## config.mk

```make
export PLATFORM = sky130hd
export DESIGN_NAME = max_priority_queue_flat
export DESIGN_NICKNAME = d
export VERILOG_FILES = /design/src/rtl/core/mpq_pkg.sv /design/src/rtl/core/mpq_ifs.sv /design/src/rtl/core/max_priority_queue.sv /design/src/rtl/core/mpq_ctrl.sv /design/src/rtl/core/mpq_datapath.sv /design/src/flat_wrapper.sv
export SDC_FILE = /design/constraint.sdc
export NUM_CORES = 2
export LEC_CHECK = 0
export BUFFER_PORTS_ARGS = -buffer_cell sky130_fd_sc_hd__clkbuf_2
export CAP_MARGIN = 5
export CORE_ASPECT_RATIO = 0.7
export CORE_MARGIN = 2
export CORE_UTILIZATION = 45
export DETAILED_ROUTE_END_ITERATION = 8
export MAX_ROUTING_LAYER = met4
export PLACE_DENSITY = 0.56
export SYNTH_ARGS = -nofsm -noshare
export SYNTH_HDL_FRONTEND = slang
export SYNTH_HIERARCHICAL = 1
export SYNTH_SLANG_ARGS = --single-unit
```

## constraint.sdc

```tcl
create_clock -name clk -period 20.6 [get_ports clk]
set_clock_uncertainty 0.15 [all_clocks]
set_input_delay 1.03 -clock clk [delete_from_list [all_inputs] [get_ports clk]]
set_output_delay 1.03 -clock clk [all_outputs]
set_load 0.05 [all_outputs]
```

## src/rtl/core/mpq_pkg.sv

```systemverilog
// shared constants and control types for the max priority queue
`default_nettype none

package mpq_pkg;

  localparam int DATA_W           = 32;
  localparam int COUNT_OUT_W      = 7;
  localparam int DEFAULT_CAPACITY = 64;

  localparam logic CMD_INSERT = 1'b0;
  localparam logic CMD_REMOVE = 1'b1;

  localparam logic signed [DATA_W-1:0] EMPTY_VALUE = -32'sd1;
  localparam logic signed [DATA_W-1:0] INSERT_VALUE = 32'sd0;

  typedef struct packed {
    logic take;
    logic start;
    logic up_issue;
    logic up_step;
    logic dn_load;
    logic dn_issue;
    logic dn_step;
    logic emit;
  } mpq_cmd_t;

  typedef struct packed {
    logic is_remove;
    logic full;
    logic empty;
    logic pos_zero;
    logic up_stop;
    logic dn_stop;
    logic out_free;
  } mpq_stat_t;

endpackage

`default_nettype wire

```

## src/rtl/core/mpq_ifs.sv

```systemverilog
// valid/ready channel interfaces for queue commands and results
`default_nettype none

interface mpq_cmd_if;
  logic               valid;
  logic               ready;
  logic               command;
  logic signed [31:0] value;

  modport source (output valid, output command, output value, input ready);
  modport sink   (input valid, input command, input value, output ready);
endinterface

interface mpq_res_if;
  logic               valid;
  logic               ready;
  logic signed [31:0] out_value;
  logic               underflow;
  logic               overflow;
  logic               now_empty;
  logic [6:0]         item_count;

  modport source (output valid, output out_value, output underflow, output overflow,
                  output now_empty, output item_count, input ready);
  modport sink   (input valid, input out_value, input underflow, input overflow,
                  input now_empty, input item_count, output ready);
endinterface

`default_nettype wire

```

## src/rtl/core/max_priority_queue.sv

```systemverilog
// max priority queue top level: binary max-heap in a single memory
// insert: start, then a parent read and a compare with write per level until the climb stops
// remove: start, load of root and last entry, then child reads and a compare-write per level
// one transaction at a time; the next command is accepted only after the result is registered
// each heap level costs one registered memory read (both children at once on the way down) and one compare with write
// sync reset empties the queue (count to zero); heap memory is not cleared
`default_nettype none

module max_priority_queue #(
  parameter int CAPACITY = mpq_pkg::DEFAULT_CAPACITY
) (
  input wire logic  clk,
  input wire logic  rst,
  mpq_cmd_if.sink   cmd_ch,
  mpq_res_if.source res_ch
);
  import mpq_pkg::*;

  mpq_cmd_t  cmd;
  mpq_stat_t stat;

  mpq_ctrl u_ctrl (
    .clk      (clk),
    .rst      (rst),
    .in_valid (cmd_ch.valid),
    .in_ready (cmd_ch.ready),
    .stat     (stat),
    .cmd      (cmd)
  );

  mpq_datapath #(
    .CAPACITY (CAPACITY)
  ) u_datapath (
    .clk            (clk),
    .rst            (rst),
    .cmd            (cmd),
    .stat           (stat),
    .in_command     (cmd_ch.command),
    .in_value       (cmd_ch.value),
    .out_valid      (res_ch.valid),
    .out_ready      (res_ch.ready),
    .out_value      (res_ch.out_value),
    .out_underflow  (res_ch.underflow),
    .out_overflow   (res_ch.overflow),
    .out_now_empty  (res_ch.now_empty),
    .out_item_count (res_ch.item_count)
  );

endmodule

`default_nettype wire

```

## src/rtl/core/mpq_ctrl.sv

```systemverilog
// sequencing state machine for heap insert and remove
`default_nettype none

module mpq_ctrl (
  input  wire logic              clk,
  input  wire logic              rst,
  input  wire logic              in_valid,
  output logic                   in_ready,
  input  wire mpq_pkg::mpq_stat_t stat,
  output mpq_pkg::mpq_cmd_t      cmd
);
  import mpq_pkg::*;

  localparam logic [2:0] S_IDLE    = 3'd0;
  localparam logic [2:0] S_START   = 3'd1;
  localparam logic [2:0] S_UP_RD   = 3'd2;
  localparam logic [2:0] S_UP_CMP  = 3'd3;
  localparam logic [2:0] S_DN_LOAD = 3'd4;
  localparam logic [2:0] S_DN_RD   = 3'd5;
  localparam logic [2:0] S_DN_CMP  = 3'd6;
  localparam logic [2:0] S_FINISH  = 3'd7;

  logic [2:0] state;
  logic [2:0] state_next;

  always_ff @(posedge clk) begin
    if (rst) begin
      state <= S_IDLE;
    end else begin
      state <= state_next;
    end
  end

  always_comb begin
    state_next = state;
    cmd        = '0;
    in_ready   = 1'b0;
    unique case (state)
      S_IDLE: begin
        in_ready = 1'b1;
        if (in_valid) begin
          cmd.take   = 1'b1;
          state_next = S_START;
        end
      end
      S_START: begin
        cmd.start = 1'b1;
        if (stat.is_remove) begin
          state_next = stat.empty ? S_FINISH : S_DN_LOAD;
        end else begin
          state_next = stat.full ? S_FINISH : S_UP_RD;
        end
      end
      S_UP_RD: begin
        cmd.up_issue = 1'b1;
        state_next   = stat.pos_zero ? S_FINISH : S_UP_CMP;
      end
      S_UP_CMP: begin
        cmd.up_step = 1'b1;
        state_next  = stat.up_stop ? S_FINISH : S_UP_RD;
      end
      S_DN_LOAD: begin
        cmd.dn_load = 1'b1;
        state_next  = stat.empty ? S_FINISH : S_DN_RD;
      end
      S_DN_RD: begin
        cmd.dn_issue = 1'b1;
        state_next   = S_DN_CMP;
      end
      S_DN_CMP: begin
        cmd.dn_step = 1'b1;
        state_next  = stat.dn_stop ? S_FINISH : S_DN_RD;
      end
      S_FINISH: begin
        if (stat.out_free) begin
          cmd.emit   = 1'b1;
          state_next = S_IDLE;
        end
      end
      default: begin
        state_next = S_IDLE;
      end
    endcase
  end

endmodule

`default_nettype wire

```

## src/rtl/core/mpq_datapath.sv

```systemverilog
// heap memory, count, sift registers and result register
`default_nettype none

module mpq_datapath #(
  parameter int CAPACITY = mpq_pkg::DEFAULT_CAPACITY
) (
  input  wire logic                              clk,
  input  wire logic                              rst,
  input  wire mpq_pkg::mpq_cmd_t                 cmd,
  output mpq_pkg::mpq_stat_t                     stat,
  input  wire logic                              in_command,
  input  wire logic signed [mpq_pkg::DATA_W-1:0] in_value,
  output logic                                   out_valid,
  input  wire logic                              out_ready,
  output logic signed [mpq_pkg::DATA_W-1:0]      out_value,
  output logic                                   out_underflow,
  output logic                                   out_overflow,
  output logic                                   out_now_empty,
  output logic [mpq_pkg::COUNT_OUT_W-1:0]        out_item_count
);
  import mpq_pkg::*;

  localparam int AW = $clog2(CAPACITY);
  localparam int CW = $clog2(CAPACITY + 1);
  localparam int PW = AW + 2;

  logic signed [DATA_W-1:0] mem [CAPACITY];
  logic signed [DATA_W-1:0] rd0;
  logic signed [DATA_W-1:0] rd1;

  logic                     op;
  logic signed [DATA_W-1:0] hold;
  logic signed [DATA_W-1:0] res;
  logic                     under;
  logic                     over;
  logic [CW-1:0]            cnt;
  logic [AW-1:0]            pos;

  logic [CW-1:0]            cnt_m1;
  logic [CW+COUNT_OUT_W-1:0] cnt_wide;
  logic [AW-1:0]            parent;
  logic [PW-1:0]            left;
  logic [PW-1:0]            right;
  logic [PW-1:0]            cnt_ext;
  logic                     lv;
  logic                     rv;
  logic                     take_left;
  logic                     take_right;
  logic signed [DATA_W-1:0] left_best;
  logic [AW-1:0]            rd_addr0;
  logic [AW-1:0]            rd_addr1;
  logic                     wr_en;
  logic [AW-1:0]            wr_addr;
  logic signed [DATA_W-1:0] wr_data;

  assign cnt_m1   = cnt - 1'b1;
  assign cnt_wide = {{COUNT_OUT_W{1'b0}}, cnt};
  assign parent   = (pos - 1'b1) >> 1;
  assign left     = {1'b0, pos, 1'b1};
  assign right    = left + 1'b1;
  assign cnt_ext  = {{(PW-CW){1'b0}}, cnt};
  assign lv       = left < cnt_ext;
  assign rv       = right < cnt_ext;

  assign take_left  = lv && (rd0 > hold);
  assign left_best  = take_left ? rd0 : hold;
  assign take_right = rv && (rd1 > left_best);

  assign stat.is_remove = (op == CMD_REMOVE);
  assign stat.full      = cnt >= CW'(CAPACITY);
  assign stat.empty     = (cnt == '0);
  assign stat.pos_zero  = (pos == '0);
  assign stat.up_stop   = rd0 >= hold;
  assign stat.dn_stop   = !take_left && !take_right;
  assign stat.out_free  = !out_valid || out_ready;

  always_comb begin
    rd_addr0 = '0;
    rd_addr1 = '0;
    wr_en    = 1'b0;
    wr_addr  = pos;
    wr_data  = hold;
    if (cmd.start) begin
      rd_addr1 = cnt_m1[AW-1:0];
    end
    if (cmd.up_issue) begin
      rd_addr0 = parent;
      if (stat.pos_zero) begin
        wr_en = 1'b1;
      end
    end
    if (cmd.up_step) begin
      wr_en   = 1'b1;
      wr_data = stat.up_stop ? hold : rd0;
    end
    if (cmd.dn_issue) begin
      rd_addr0 = lv ? left[AW-1:0] : '0;
      rd_addr1 = rv ? right[AW-1:0] : '0;
    end
    if (cmd.dn_step) begin
      wr_en   = 1'b1;
      wr_data = take_right ? rd1 : left_best;
    end
  end

  always_ff @(posedge clk) begin
    if (wr_en) begin
      mem[wr_addr] <= wr_data;
    end
    rd0 <= mem[rd_addr0];
    rd1 <= mem[rd_addr1];
  end

  always_ff @(posedge clk) begin
    if (cmd.take) begin
      op   <= in_command;
      hold <= in_value;
    end
    if (cmd.start) begin
      res   <= (op == CMD_REMOVE && stat.empty) ? EMPTY_VALUE : INSERT_VALUE;
      under <= (op == CMD_REMOVE) && stat.empty;
      over  <= (op == CMD_INSERT) && stat.full;
      if (op == CMD_INSERT) begin
        pos <= cnt[AW-1:0];
      end
    end
    if (cmd.up_step && !stat.up_stop) begin
      pos <= parent;
    end
    if (cmd.dn_load) begin
      res  <= rd0;
      hold <= rd1;
      pos  <= '0;
    end
    if (cmd.dn_step && !stat.dn_stop) begin
      pos <= take_right ? right[AW-1:0] : left[AW-1:0];
    end
  end

  always_ff @(posedge clk) begin
    if (rst) begin
      cnt <= '0;
    end else if (cmd.start) begin
      if (op == CMD_REMOVE && !stat.empty) begin
        cnt <= cnt_m1;
      end else if (op == CMD_INSERT && !stat.full) begin
        cnt <= cnt + 1'b1;
      end
    end
  end

  always_ff @(posedge clk) begin
    if (rst) begin
      out_valid <= 1'b0;
    end else if (cmd.emit) begin
      out_valid <= 1'b1;
    end else if (out_ready) begin
      out_valid <= 1'b0;
    end
  end

  always_ff @(posedge clk) begin
    if (cmd.emit) begin
      out_value      <= res;
      out_underflow  <= under;
      out_overflow   <= over;
      out_now_empty  <= stat.empty;
      out_item_count <= cnt_wide[COUNT_OUT_W-1:0];
    end
  end

`ifndef SYNTHESIS
  a_cnt_bound: assert property (@(posedge clk) disable iff (rst)
    cnt <= CW'(CAPACITY))
    else $error("entry count above capacity");

  a_flags_excl: assert property (@(posedge clk) disable iff (rst)
    out_valid |-> !(out_underflow && out_overflow))
    else $error("underflow and overflow both set");

  a_under_val: assert property (@(posedge clk) disable iff (rst)
    out_valid && out_underflow |-> out_value == EMPTY_VALUE && out_now_empty)
    else $error("underflow result malformed");

  a_remove_dec: assert property (@(posedge clk) disable iff (rst)
    cmd.start && op == CMD_REMOVE && !stat.empty |=> cnt == $past(cnt_m1))
    else $error("remove did not decrement count");

  a_no_emit_busy: assert property (@(posedge clk) disable iff (rst)
    cmd.emit |-> !out_valid || out_ready)
    else $error("result overwritten before transaction");
`endif

endmodule

`default_nettype wire
```

## src/flat_wrapper.sv

```systemverilog
// flat-port wrapper written by rule: the top's interface ports become plain ports
module max_priority_queue_flat import mpq_pkg::*;
#(
  parameter int CAPACITY = mpq_pkg::DEFAULT_CAPACITY
)
  (clk, rst, cmd_ch_valid, cmd_ch_command, cmd_ch_value, cmd_ch_ready, res_ch_valid, res_ch_out_value, res_ch_underflow, res_ch_overflow, res_ch_now_empty, res_ch_item_count, res_ch_ready);
  mpq_cmd_if cmd_ch_i ();
  mpq_res_if res_ch_i ();
  input wire logic clk;
  input wire logic rst;
  input wire logic [$bits(cmd_ch_i.valid)-1:0] cmd_ch_valid;
  input wire logic [$bits(cmd_ch_i.command)-1:0] cmd_ch_command;
  input wire logic [$bits(cmd_ch_i.value)-1:0] cmd_ch_value;
  output wire logic [$bits(cmd_ch_i.ready)-1:0] cmd_ch_ready;
  output wire logic [$bits(res_ch_i.valid)-1:0] res_ch_valid;
  output wire logic [$bits(res_ch_i.out_value)-1:0] res_ch_out_value;
  output wire logic [$bits(res_ch_i.underflow)-1:0] res_ch_underflow;
  output wire logic [$bits(res_ch_i.overflow)-1:0] res_ch_overflow;
  output wire logic [$bits(res_ch_i.now_empty)-1:0] res_ch_now_empty;
  output wire logic [$bits(res_ch_i.item_count)-1:0] res_ch_item_count;
  input wire logic [$bits(res_ch_i.ready)-1:0] res_ch_ready;
  assign cmd_ch_i.valid = cmd_ch_valid;
  assign cmd_ch_i.command = cmd_ch_command;
  assign cmd_ch_i.value = cmd_ch_value;
  assign cmd_ch_ready = cmd_ch_i.ready;
  assign res_ch_valid = res_ch_i.valid;
  assign res_ch_out_value = res_ch_i.out_value;
  assign res_ch_underflow = res_ch_i.underflow;
  assign res_ch_overflow = res_ch_i.overflow;
  assign res_ch_now_empty = res_ch_i.now_empty;
  assign res_ch_item_count = res_ch_i.item_count;
  assign res_ch_i.ready = res_ch_ready;
  max_priority_queue #(.CAPACITY(CAPACITY)) u_core (.clk(clk), .rst(rst), .cmd_ch(cmd_ch_i), .res_ch(res_ch_i));
endmodule
```

Word-level counts from Yosys, hierarchy flattened --
Memories as Yosys holds them, arrays and structs flattened. A register that Yosys moved wholly into a read port is not among the register bits. Index checks and enable logic that the tools add are counted.
Word-level totals: bits in latches 0, bits in read-only memories 0, input bits 37, bits in writable memories 2048, output and inout port bits 44, bits in registers 126, logic and storage cells 117, memories 1
Cells by class: reduce and logical (&&, ||, !) cells 28, equal/unequal tests 10, multipliers 0, shift-type cells 0, divide/modulo/power cells 0, $add $sub $neg 4, bitwise operators 1, muxes and demuxes 53, order comparisons 6
Memories:
- u_core.u_datapath.mem | words 64, width 32, read ports 2, clocked after Yosys merged registers in 2, wr ports 1, line mpq_datapath.sv:27 | logic signed [DATA_W-1:0] mem [CAPACITY];
Operator list (count):
- $mux 32 | 10
- $mux 6 | 11
- $gt 32x32->1 | 2
- $ge 32x32->1 | 1
- $pmux 3 s8 | 1
- $mux 1 | 19
- $mux 3 | 6
- $mux 7 | 2
- $eq 3x3->1 const B | 4
- $logic_and 1x1->1 | 9
- $add 7x1->8 const B | 1
- $lt 8x7->1 | 1
- $reduce_bool 2->1 | 4
- $add 7x1->7 const B | 1
- $ge 7x7->1 const B | 1
- $logic_not 1->1 | 7
- $logic_not 7->1 | 1
- $lt 7x7->1 | 1
- $sub 7x1->7 const B | 1
- $eq 3x2->1 const B | 2
- $logic_not 6->1 | 1
- $mux 2 | 3
- $reduce_and 2->1 | 3
- $sub 6x1->6 const B | 1
- 9 further kinds | 9

Longest topological paths before layout --
depth after elaboration 11, depth in mapped cells 26, mapped depth without buffers 22

By module --
Netlist, hierarchy kept.
By module, submodules not included:
- mpq_datapath | times used 1, area each 104255.0 um^2, cells an instance 7211, sequential area each 66393.7 um^2
- mpq_ctrl | times used 1, area each 277.8 um^2, cells an instance 38, sequential area each 60.1 um^2

Worst setup path after synthesis --
Ideal clock, no wire load.
path type flip-flop to flip-flop, start point register u_core.u_datapath.hold[9], end point memory u_core.u_datapath.mem[0][1], data pin, data arrival time 6045 ps, setup time 567 ps, required time 19883 ps, path buffers 3, cell stages (with the launch flop) 23, clock period less this slack 6762 ps, setup slack 13838 ps, cell sequence edfxtp_1 -> inv_1 -> ha_1 -> a21o_1 -> a21o_1 -> a21o_1 -> a221o_1 -> o31ai_2 -> and3_2 -> o21ai_2 -> buf_6 -> buf_4 -> mux2i_1 -> ha_1 -> a21o_1 -> a21o_1 -> a21oi_1 -> o22ai_1 -> o32ai_2 -> a211o_1 -> nand2_1 -> clkbuf_1 -> o221ai_1
On the way: cells in the longest elaborated chain, start to end 7, elaborated cells on any way between the ends 10, classes of those cells order compare: 3; mux: 5; reduce/logical: 2
RTL lines:
- start: declaration | line mpq_datapath.sv:32 | logic signed [DATA_W-1:0] hold;
- start signal: assignment | line mpq_datapath.sv:117 | hold <= in_value;
- start signal: assignment | line mpq_datapath.sv:132 | hold <= rd1;
- $gt 32x32->1 | line mpq_datapath.sv:65 | assign take_left = lv && (rd0 > hold);
- $logic_and 1x1->1 | line mpq_datapath.sv:65
- $mux 32 | line mpq_datapath.sv:66 | assign left_best = take_left ? rd0 : hold;
- $gt 32x32->1 | line mpq_datapath.sv:67 | assign take_right = rv && (rd1 > left_best);
- $logic_and 1x1->1 | line mpq_datapath.sv:67
- $mux 32 | line mpq_datapath.sv:102 | wr_data = take_right ? rd1 : left_best;
- $mux 32 * | line mpq_datapath.sv:100 | if (cmd.dn_step) begin
- named net u_core.u_datapath.wr_data[1] | line mpq_datapath.sv:54 | logic signed [DATA_W-1:0] wr_data;
- end: declaration | line mpq_datapath.sv:27
The timed path passes the listed nets; every way through them passes the cells marked *.

Worst setup path in the final report --
start point register u_core.u_datapath.pos[1], end point memory u_core.u_datapath.mem[10][0], data pin
On the way: cells in the longest elaborated chain, start to end 7, elaborated cells on any way between the ends 9, classes of those cells add/sub: 1; order compare: 3; mux: 3; reduce/logical: 2
RTL lines:
- start: declaration | line mpq_datapath.sv:37 | logic [AW-1:0] pos;
- start signal: assignment | line mpq_datapath.sv:124 | pos <= cnt[AW-1:0];
- start signal: assignment | line mpq_datapath.sv:128 | pos <= parent;
- start signal: assignment | line mpq_datapath.sv:136 | pos <= take_right ? right[AW-1:0] : left[AW-1:0];
- $lt 7x7->1 | line mpq_datapath.sv:62 | assign lv = left < cnt_ext;
- $logic_and 1x1->1 | line mpq_datapath.sv:65
- $mux 32 | line mpq_datapath.sv:66
- $gt 32x32->1 | line mpq_datapath.sv:67
- $logic_and 1x1->1 | line mpq_datapath.sv:67
- $mux 32 * | line mpq_datapath.sv:102
- $mux 32 * | line mpq_datapath.sv:100
- named net u_core.u_datapath.wr_data[0] | line mpq_datapath.sv:54
Marks and branches as above.

==> flow_metrics.env <==
export IMPL_outcome="finished clean"
export IMPL_first_pass_iters=6
export IMPL_syn_avg_cell_area_um2=14.4
export IMPL_cts_sinks=2238
export IMPL_hpwl_mm=247
export IMPL_relSlewSlack_pct=5.97
export IMPL_drc_errors=0
export IMPL_synth_seq_area_share_pct=63.6
export IMPL_irDropWorstVdd_mv=0.111
export IMPL_synthAdderAreaFrac_pct=0.958
export IMPL_synth_largest_area_cell="edfxtp_1"
export IMPL_area_growth_pct=11.5
export IMPL_final_cell_mix="edfxtp_1, nand2_1, mux2i_1, a21oi_1, mux4_2"
export IMPL_ys_async_sr_fraction_pct=0
export IMPL_vias=75907
export IMPL_wl_per_cell_um=41.3
export IMPL_final_antenna_net_count=0
export IMPL_gr_usage_all_layers_pct=36.8
export IMPL_fin_tns_setup_ns=0
export IMPL_ys_flop_type="edfxtp_1"
export IMPL_first_global_vias=70672
export IMPL_wirelength_mm=432
export IMPL_holdBufCountCts=0
export IMPL_arrival_ns=9.11
export IMPL_syn_area_um2=105000
export IMPL_synth_area_leaders="edfxtp_1, mux4_2, mux2i_1"
export IMPL_synth_top_family_by_area="multiplexers"
export IMPL_critPathBufInv=2
export IMPL_cts_root_buf="clkbuf_16"
export IMPL_io_pins=81
export IMPL_dp_slack_ns=12.28
export IMPL_port_buffer_count=80
export IMPL_finalCriticalPeriod_ns=8.75
export IMPL_cts_tree="yes"
export IMPL_die_area_um2=236000
export IMPL_clkSlewWorstSetupHoldPaths_ns=0.07
export IMPL_cp_start_kind="register"
export IMPL_period_share_pct=42.5
export IMPL_finalMaxSlewViolations=0
export IMPL_ys_ff_latch=2238
export IMPL_fp_dieW_um=580
export IMPL_synthesis_nets=7366
export IMPL_critPathSlowestCell="a221o_2"
export IMPL_power_leakage_nw=39.9
export IMPL_timing_fmax_ghz=0.114
export IMPL_finalInstanceArea_um2=117000
export IMPL_crit_fanout=64
export IMPL_grt_first_pass_wirelength_mm=587
export IMPL_synth_xor_area_share_pct=0.176
export IMPL_syn_inst=7249
export IMPL_htreeDepth=4
export IMPL_crit_family="compound AO/OA/AOI/OAI gates"
export IMPL_finalHoldViolations=0
export IMPL_synth_edff_count=2163
export IMPL_final_nets=7318
export IMPL_crit_type="register to register"
export IMPL_multi_input_area_um2=36400
export IMPL_clock_latency_ns=0.90
export IMPL_cts_buffers=217
export IMPL_fin_ws_ns=11.85
export IMPL_critPathCaptureType="register"
export IMPL_cp_cell_sequence="ha_1 > nor2b_1 > o211ai_1 > a21oi_1 > nor2_1 > nand3_1 > o21ai_4 > buf_4 > mux2i_1 > ha_1 > nand4_1 > nor4_1 > o32ai_2 > a211oi_2 > and2_1 > buf_4 > a221o_2"
export IMPL_yosys_mux_area_fraction_pct=14.7
export IMPL_p_per_area_nw_per_um2=154
export IMPL_cts_resized=0
export IMPL_max_cap_violations=0
export IMPL_yosys_area_share_simple_pct=6.46
export IMPL_via_per_inst=7.26
export IMPL_seqCellArea_um2=66500
export IMPL_grt_overflow_total=0
export IMPL_clock_path_buffers=4
export IMPL_cts_setup_buffers=0
export IMPL_drt_iter0_markers=13559
export IMPL_core_um2=230000
export IMPL_yosysWarnings=6
export IMPL_nFillCells=19042
export IMPL_yosysUniqueCellTypes=77
export IMPL_drive_gt1_share_pct=16.9
export IMPL_antenna_found_initial=29
export IMPL_tightest_slew_ns=1.41
export IMPL_synth_compound_area_share_pct=11.2
export IMPL_grt_max_degree=151
export IMPL_die_y_um=407
export IMPL_p_total_mw=17.9
export IMPL_synth_top_area_share_pct=62.1
export IMPL_rsz0062_at_grt="false"
export IMPL_placed_area_um2=109000
export IMPL_setup_viol=0
export IMPL_layout_commonest_cell="edfxtp_1"
export IMPL_min_path_type="input port to register"
export IMPL_critPathRequiredTime_ns=20.96
export IMPL_rows=147
export IMPL_max_stage_delay_ns=1.02
export IMPL_start_util_pct=45.4
export IMPL_gp_congestion=0.982
[flip-flops by register name, summed over array words and instances, names as in the netlist]
| register | count |
|---|---|
| u_core/u_ctrl/state | 3 |
| u_core/u_datapath/cnt | 7 |
| u_core/u_datapath/hold | 32 |
| u_core/u_datapath/mem | 2048 |
| u_core/u_datapath/op | 1 |
| u_core/u_datapath/out_item_count | 7 |
| u_core/u_datapath/out_now_empty | 1 |
| u_core/u_datapath/out_overflow | 1 |
| u_core/u_datapath/out_underflow | 1 |
| u_core/u_datapath/out_valid | 1 |
| u_core/u_datapath/out_value | 32 |
| u_core/u_datapath/over | 1 |
| u_core/u_datapath/pos | 6 |
| u_core/u_datapath/rd0 | 32 |
| u_core/u_datapath/rd1 | 32 |
| u_core/u_datapath/res | 32 |
| u_core/u_datapath/under | 1 |
[metal layers]
metal / global-route usage [%] / vias up / wire length, µm
li1: - / 29372 / -
met1: 49.1 / 38681 / 163000
met2: 50.2 / 6617 / 180000
met3: 12.5 / 1237 / 65400
met4: 17.5 / 0 / 23600
met5: - / - / 0
[kinds of logic (layout without fill, tap and decap cells)]
kind of cell | count (synthesis) | count (layout)
AND/OR/NAND/NOR | 1581 | 1581
buffers and inverters | 659 | 785
AO/OA/AOI/OAI | 1658 | 1658
adder cells (fa/ha/maj) | 80 | 80
multiplexers | 1012 | 1012
other | 0 | 25
flip-flops | 2238 | 2238
XOR/XNOR | 21 | 21
[layout make-up]
cell class / count / area share (%)
flip-flops and latches: 2238 / 57.0
repair buffers: 342 / 2.18
well taps: 3054 / 3.28
inverters: 50 / 0.161
diodes: 25 / 0.0537
clock buffers: 261 / 4.88
multi-input cells: 4352 / 31.2
clock inverters: 132 / 1.20
[metrics by stage]
stage / util, % / hold slack (ns) / std cells
finish: 50.7 / 0.192 / 10454
global route: 50.6 / 0.179 / 10445
CTS: 50.6 / 0.155 / 10429
detailed placement: 47.5 / 0.255 / 10036
global placement: 47.5 / 0.252 / 10036
floorplan: - / 0.250 / 7249
[power breakdown]
part | leakage, nW | switching (mW) | internal (mW)
combinational | 16.3 | 5.40 | 2.28
sequential | 20.1 | 0.214 | 5.90
clock | 3.46 | 1.79 | 2.34
[synthesized netlist by cell type (12+ instances only)]
| master | instances |
|---|---|
| a211oi_1 | 52 |
| a21o_1 | 55 |
| a21oi_1 | 527 |
| a221oi_1 | 338 |
| a22o_1 | 17 |
| a22oi_1 | 42 |
| a31oi_1 | 148 |
| and3_1 | 54 |
| buf_1 | 36 |
| buf_2 | 230 |
| buf_4 | 41 |
| buf_6 | 14 |
| clkbuf_1 | 287 |
| dfxtp_1 | 75 |
| edfxtp_1 | 2163 |
| ha_1 | 80 |
| inv_1 | 50 |
| mux2_2 | 33 |
| mux2i_1 | 563 |
| mux4_2 | 415 |
| nand2_1 | 1000 |
| nand3_1 | 252 |
| nand4_1 | 48 |
| nor2_1 | 133 |
| nor2b_1 | 14 |
| nor3_1 | 12 |
| nor4_1 | 31 |
| o21ai_0 | 17 |
| o221ai_1 | 177 |
| o22a_1 | 17 |
| o22ai_1 | 72 |
| o41ai_1 | 129 |
| xnor2_1 | 18 |
[worst paths after layout]
kind	to	from	slack [ns]	depth (start not counted)
worst max-delay path	u_core/u_datapath/mem[10][0]	u_core/u_datapath/pos[1]	11.85	17
worst min register to register	u_core/u_datapath/out_value[9]	u_core/u_datapath/res[9]	0.27	0
worst min-delay path	u_core/u_datapath/op	cmd_ch_command	0.19	1
worst max register to register	u_core/u_datapath/mem[10][0]	u_core/u_datapath/pos[1]	11.85	17
No activity file was read; power rests on OpenSTA's default activity.
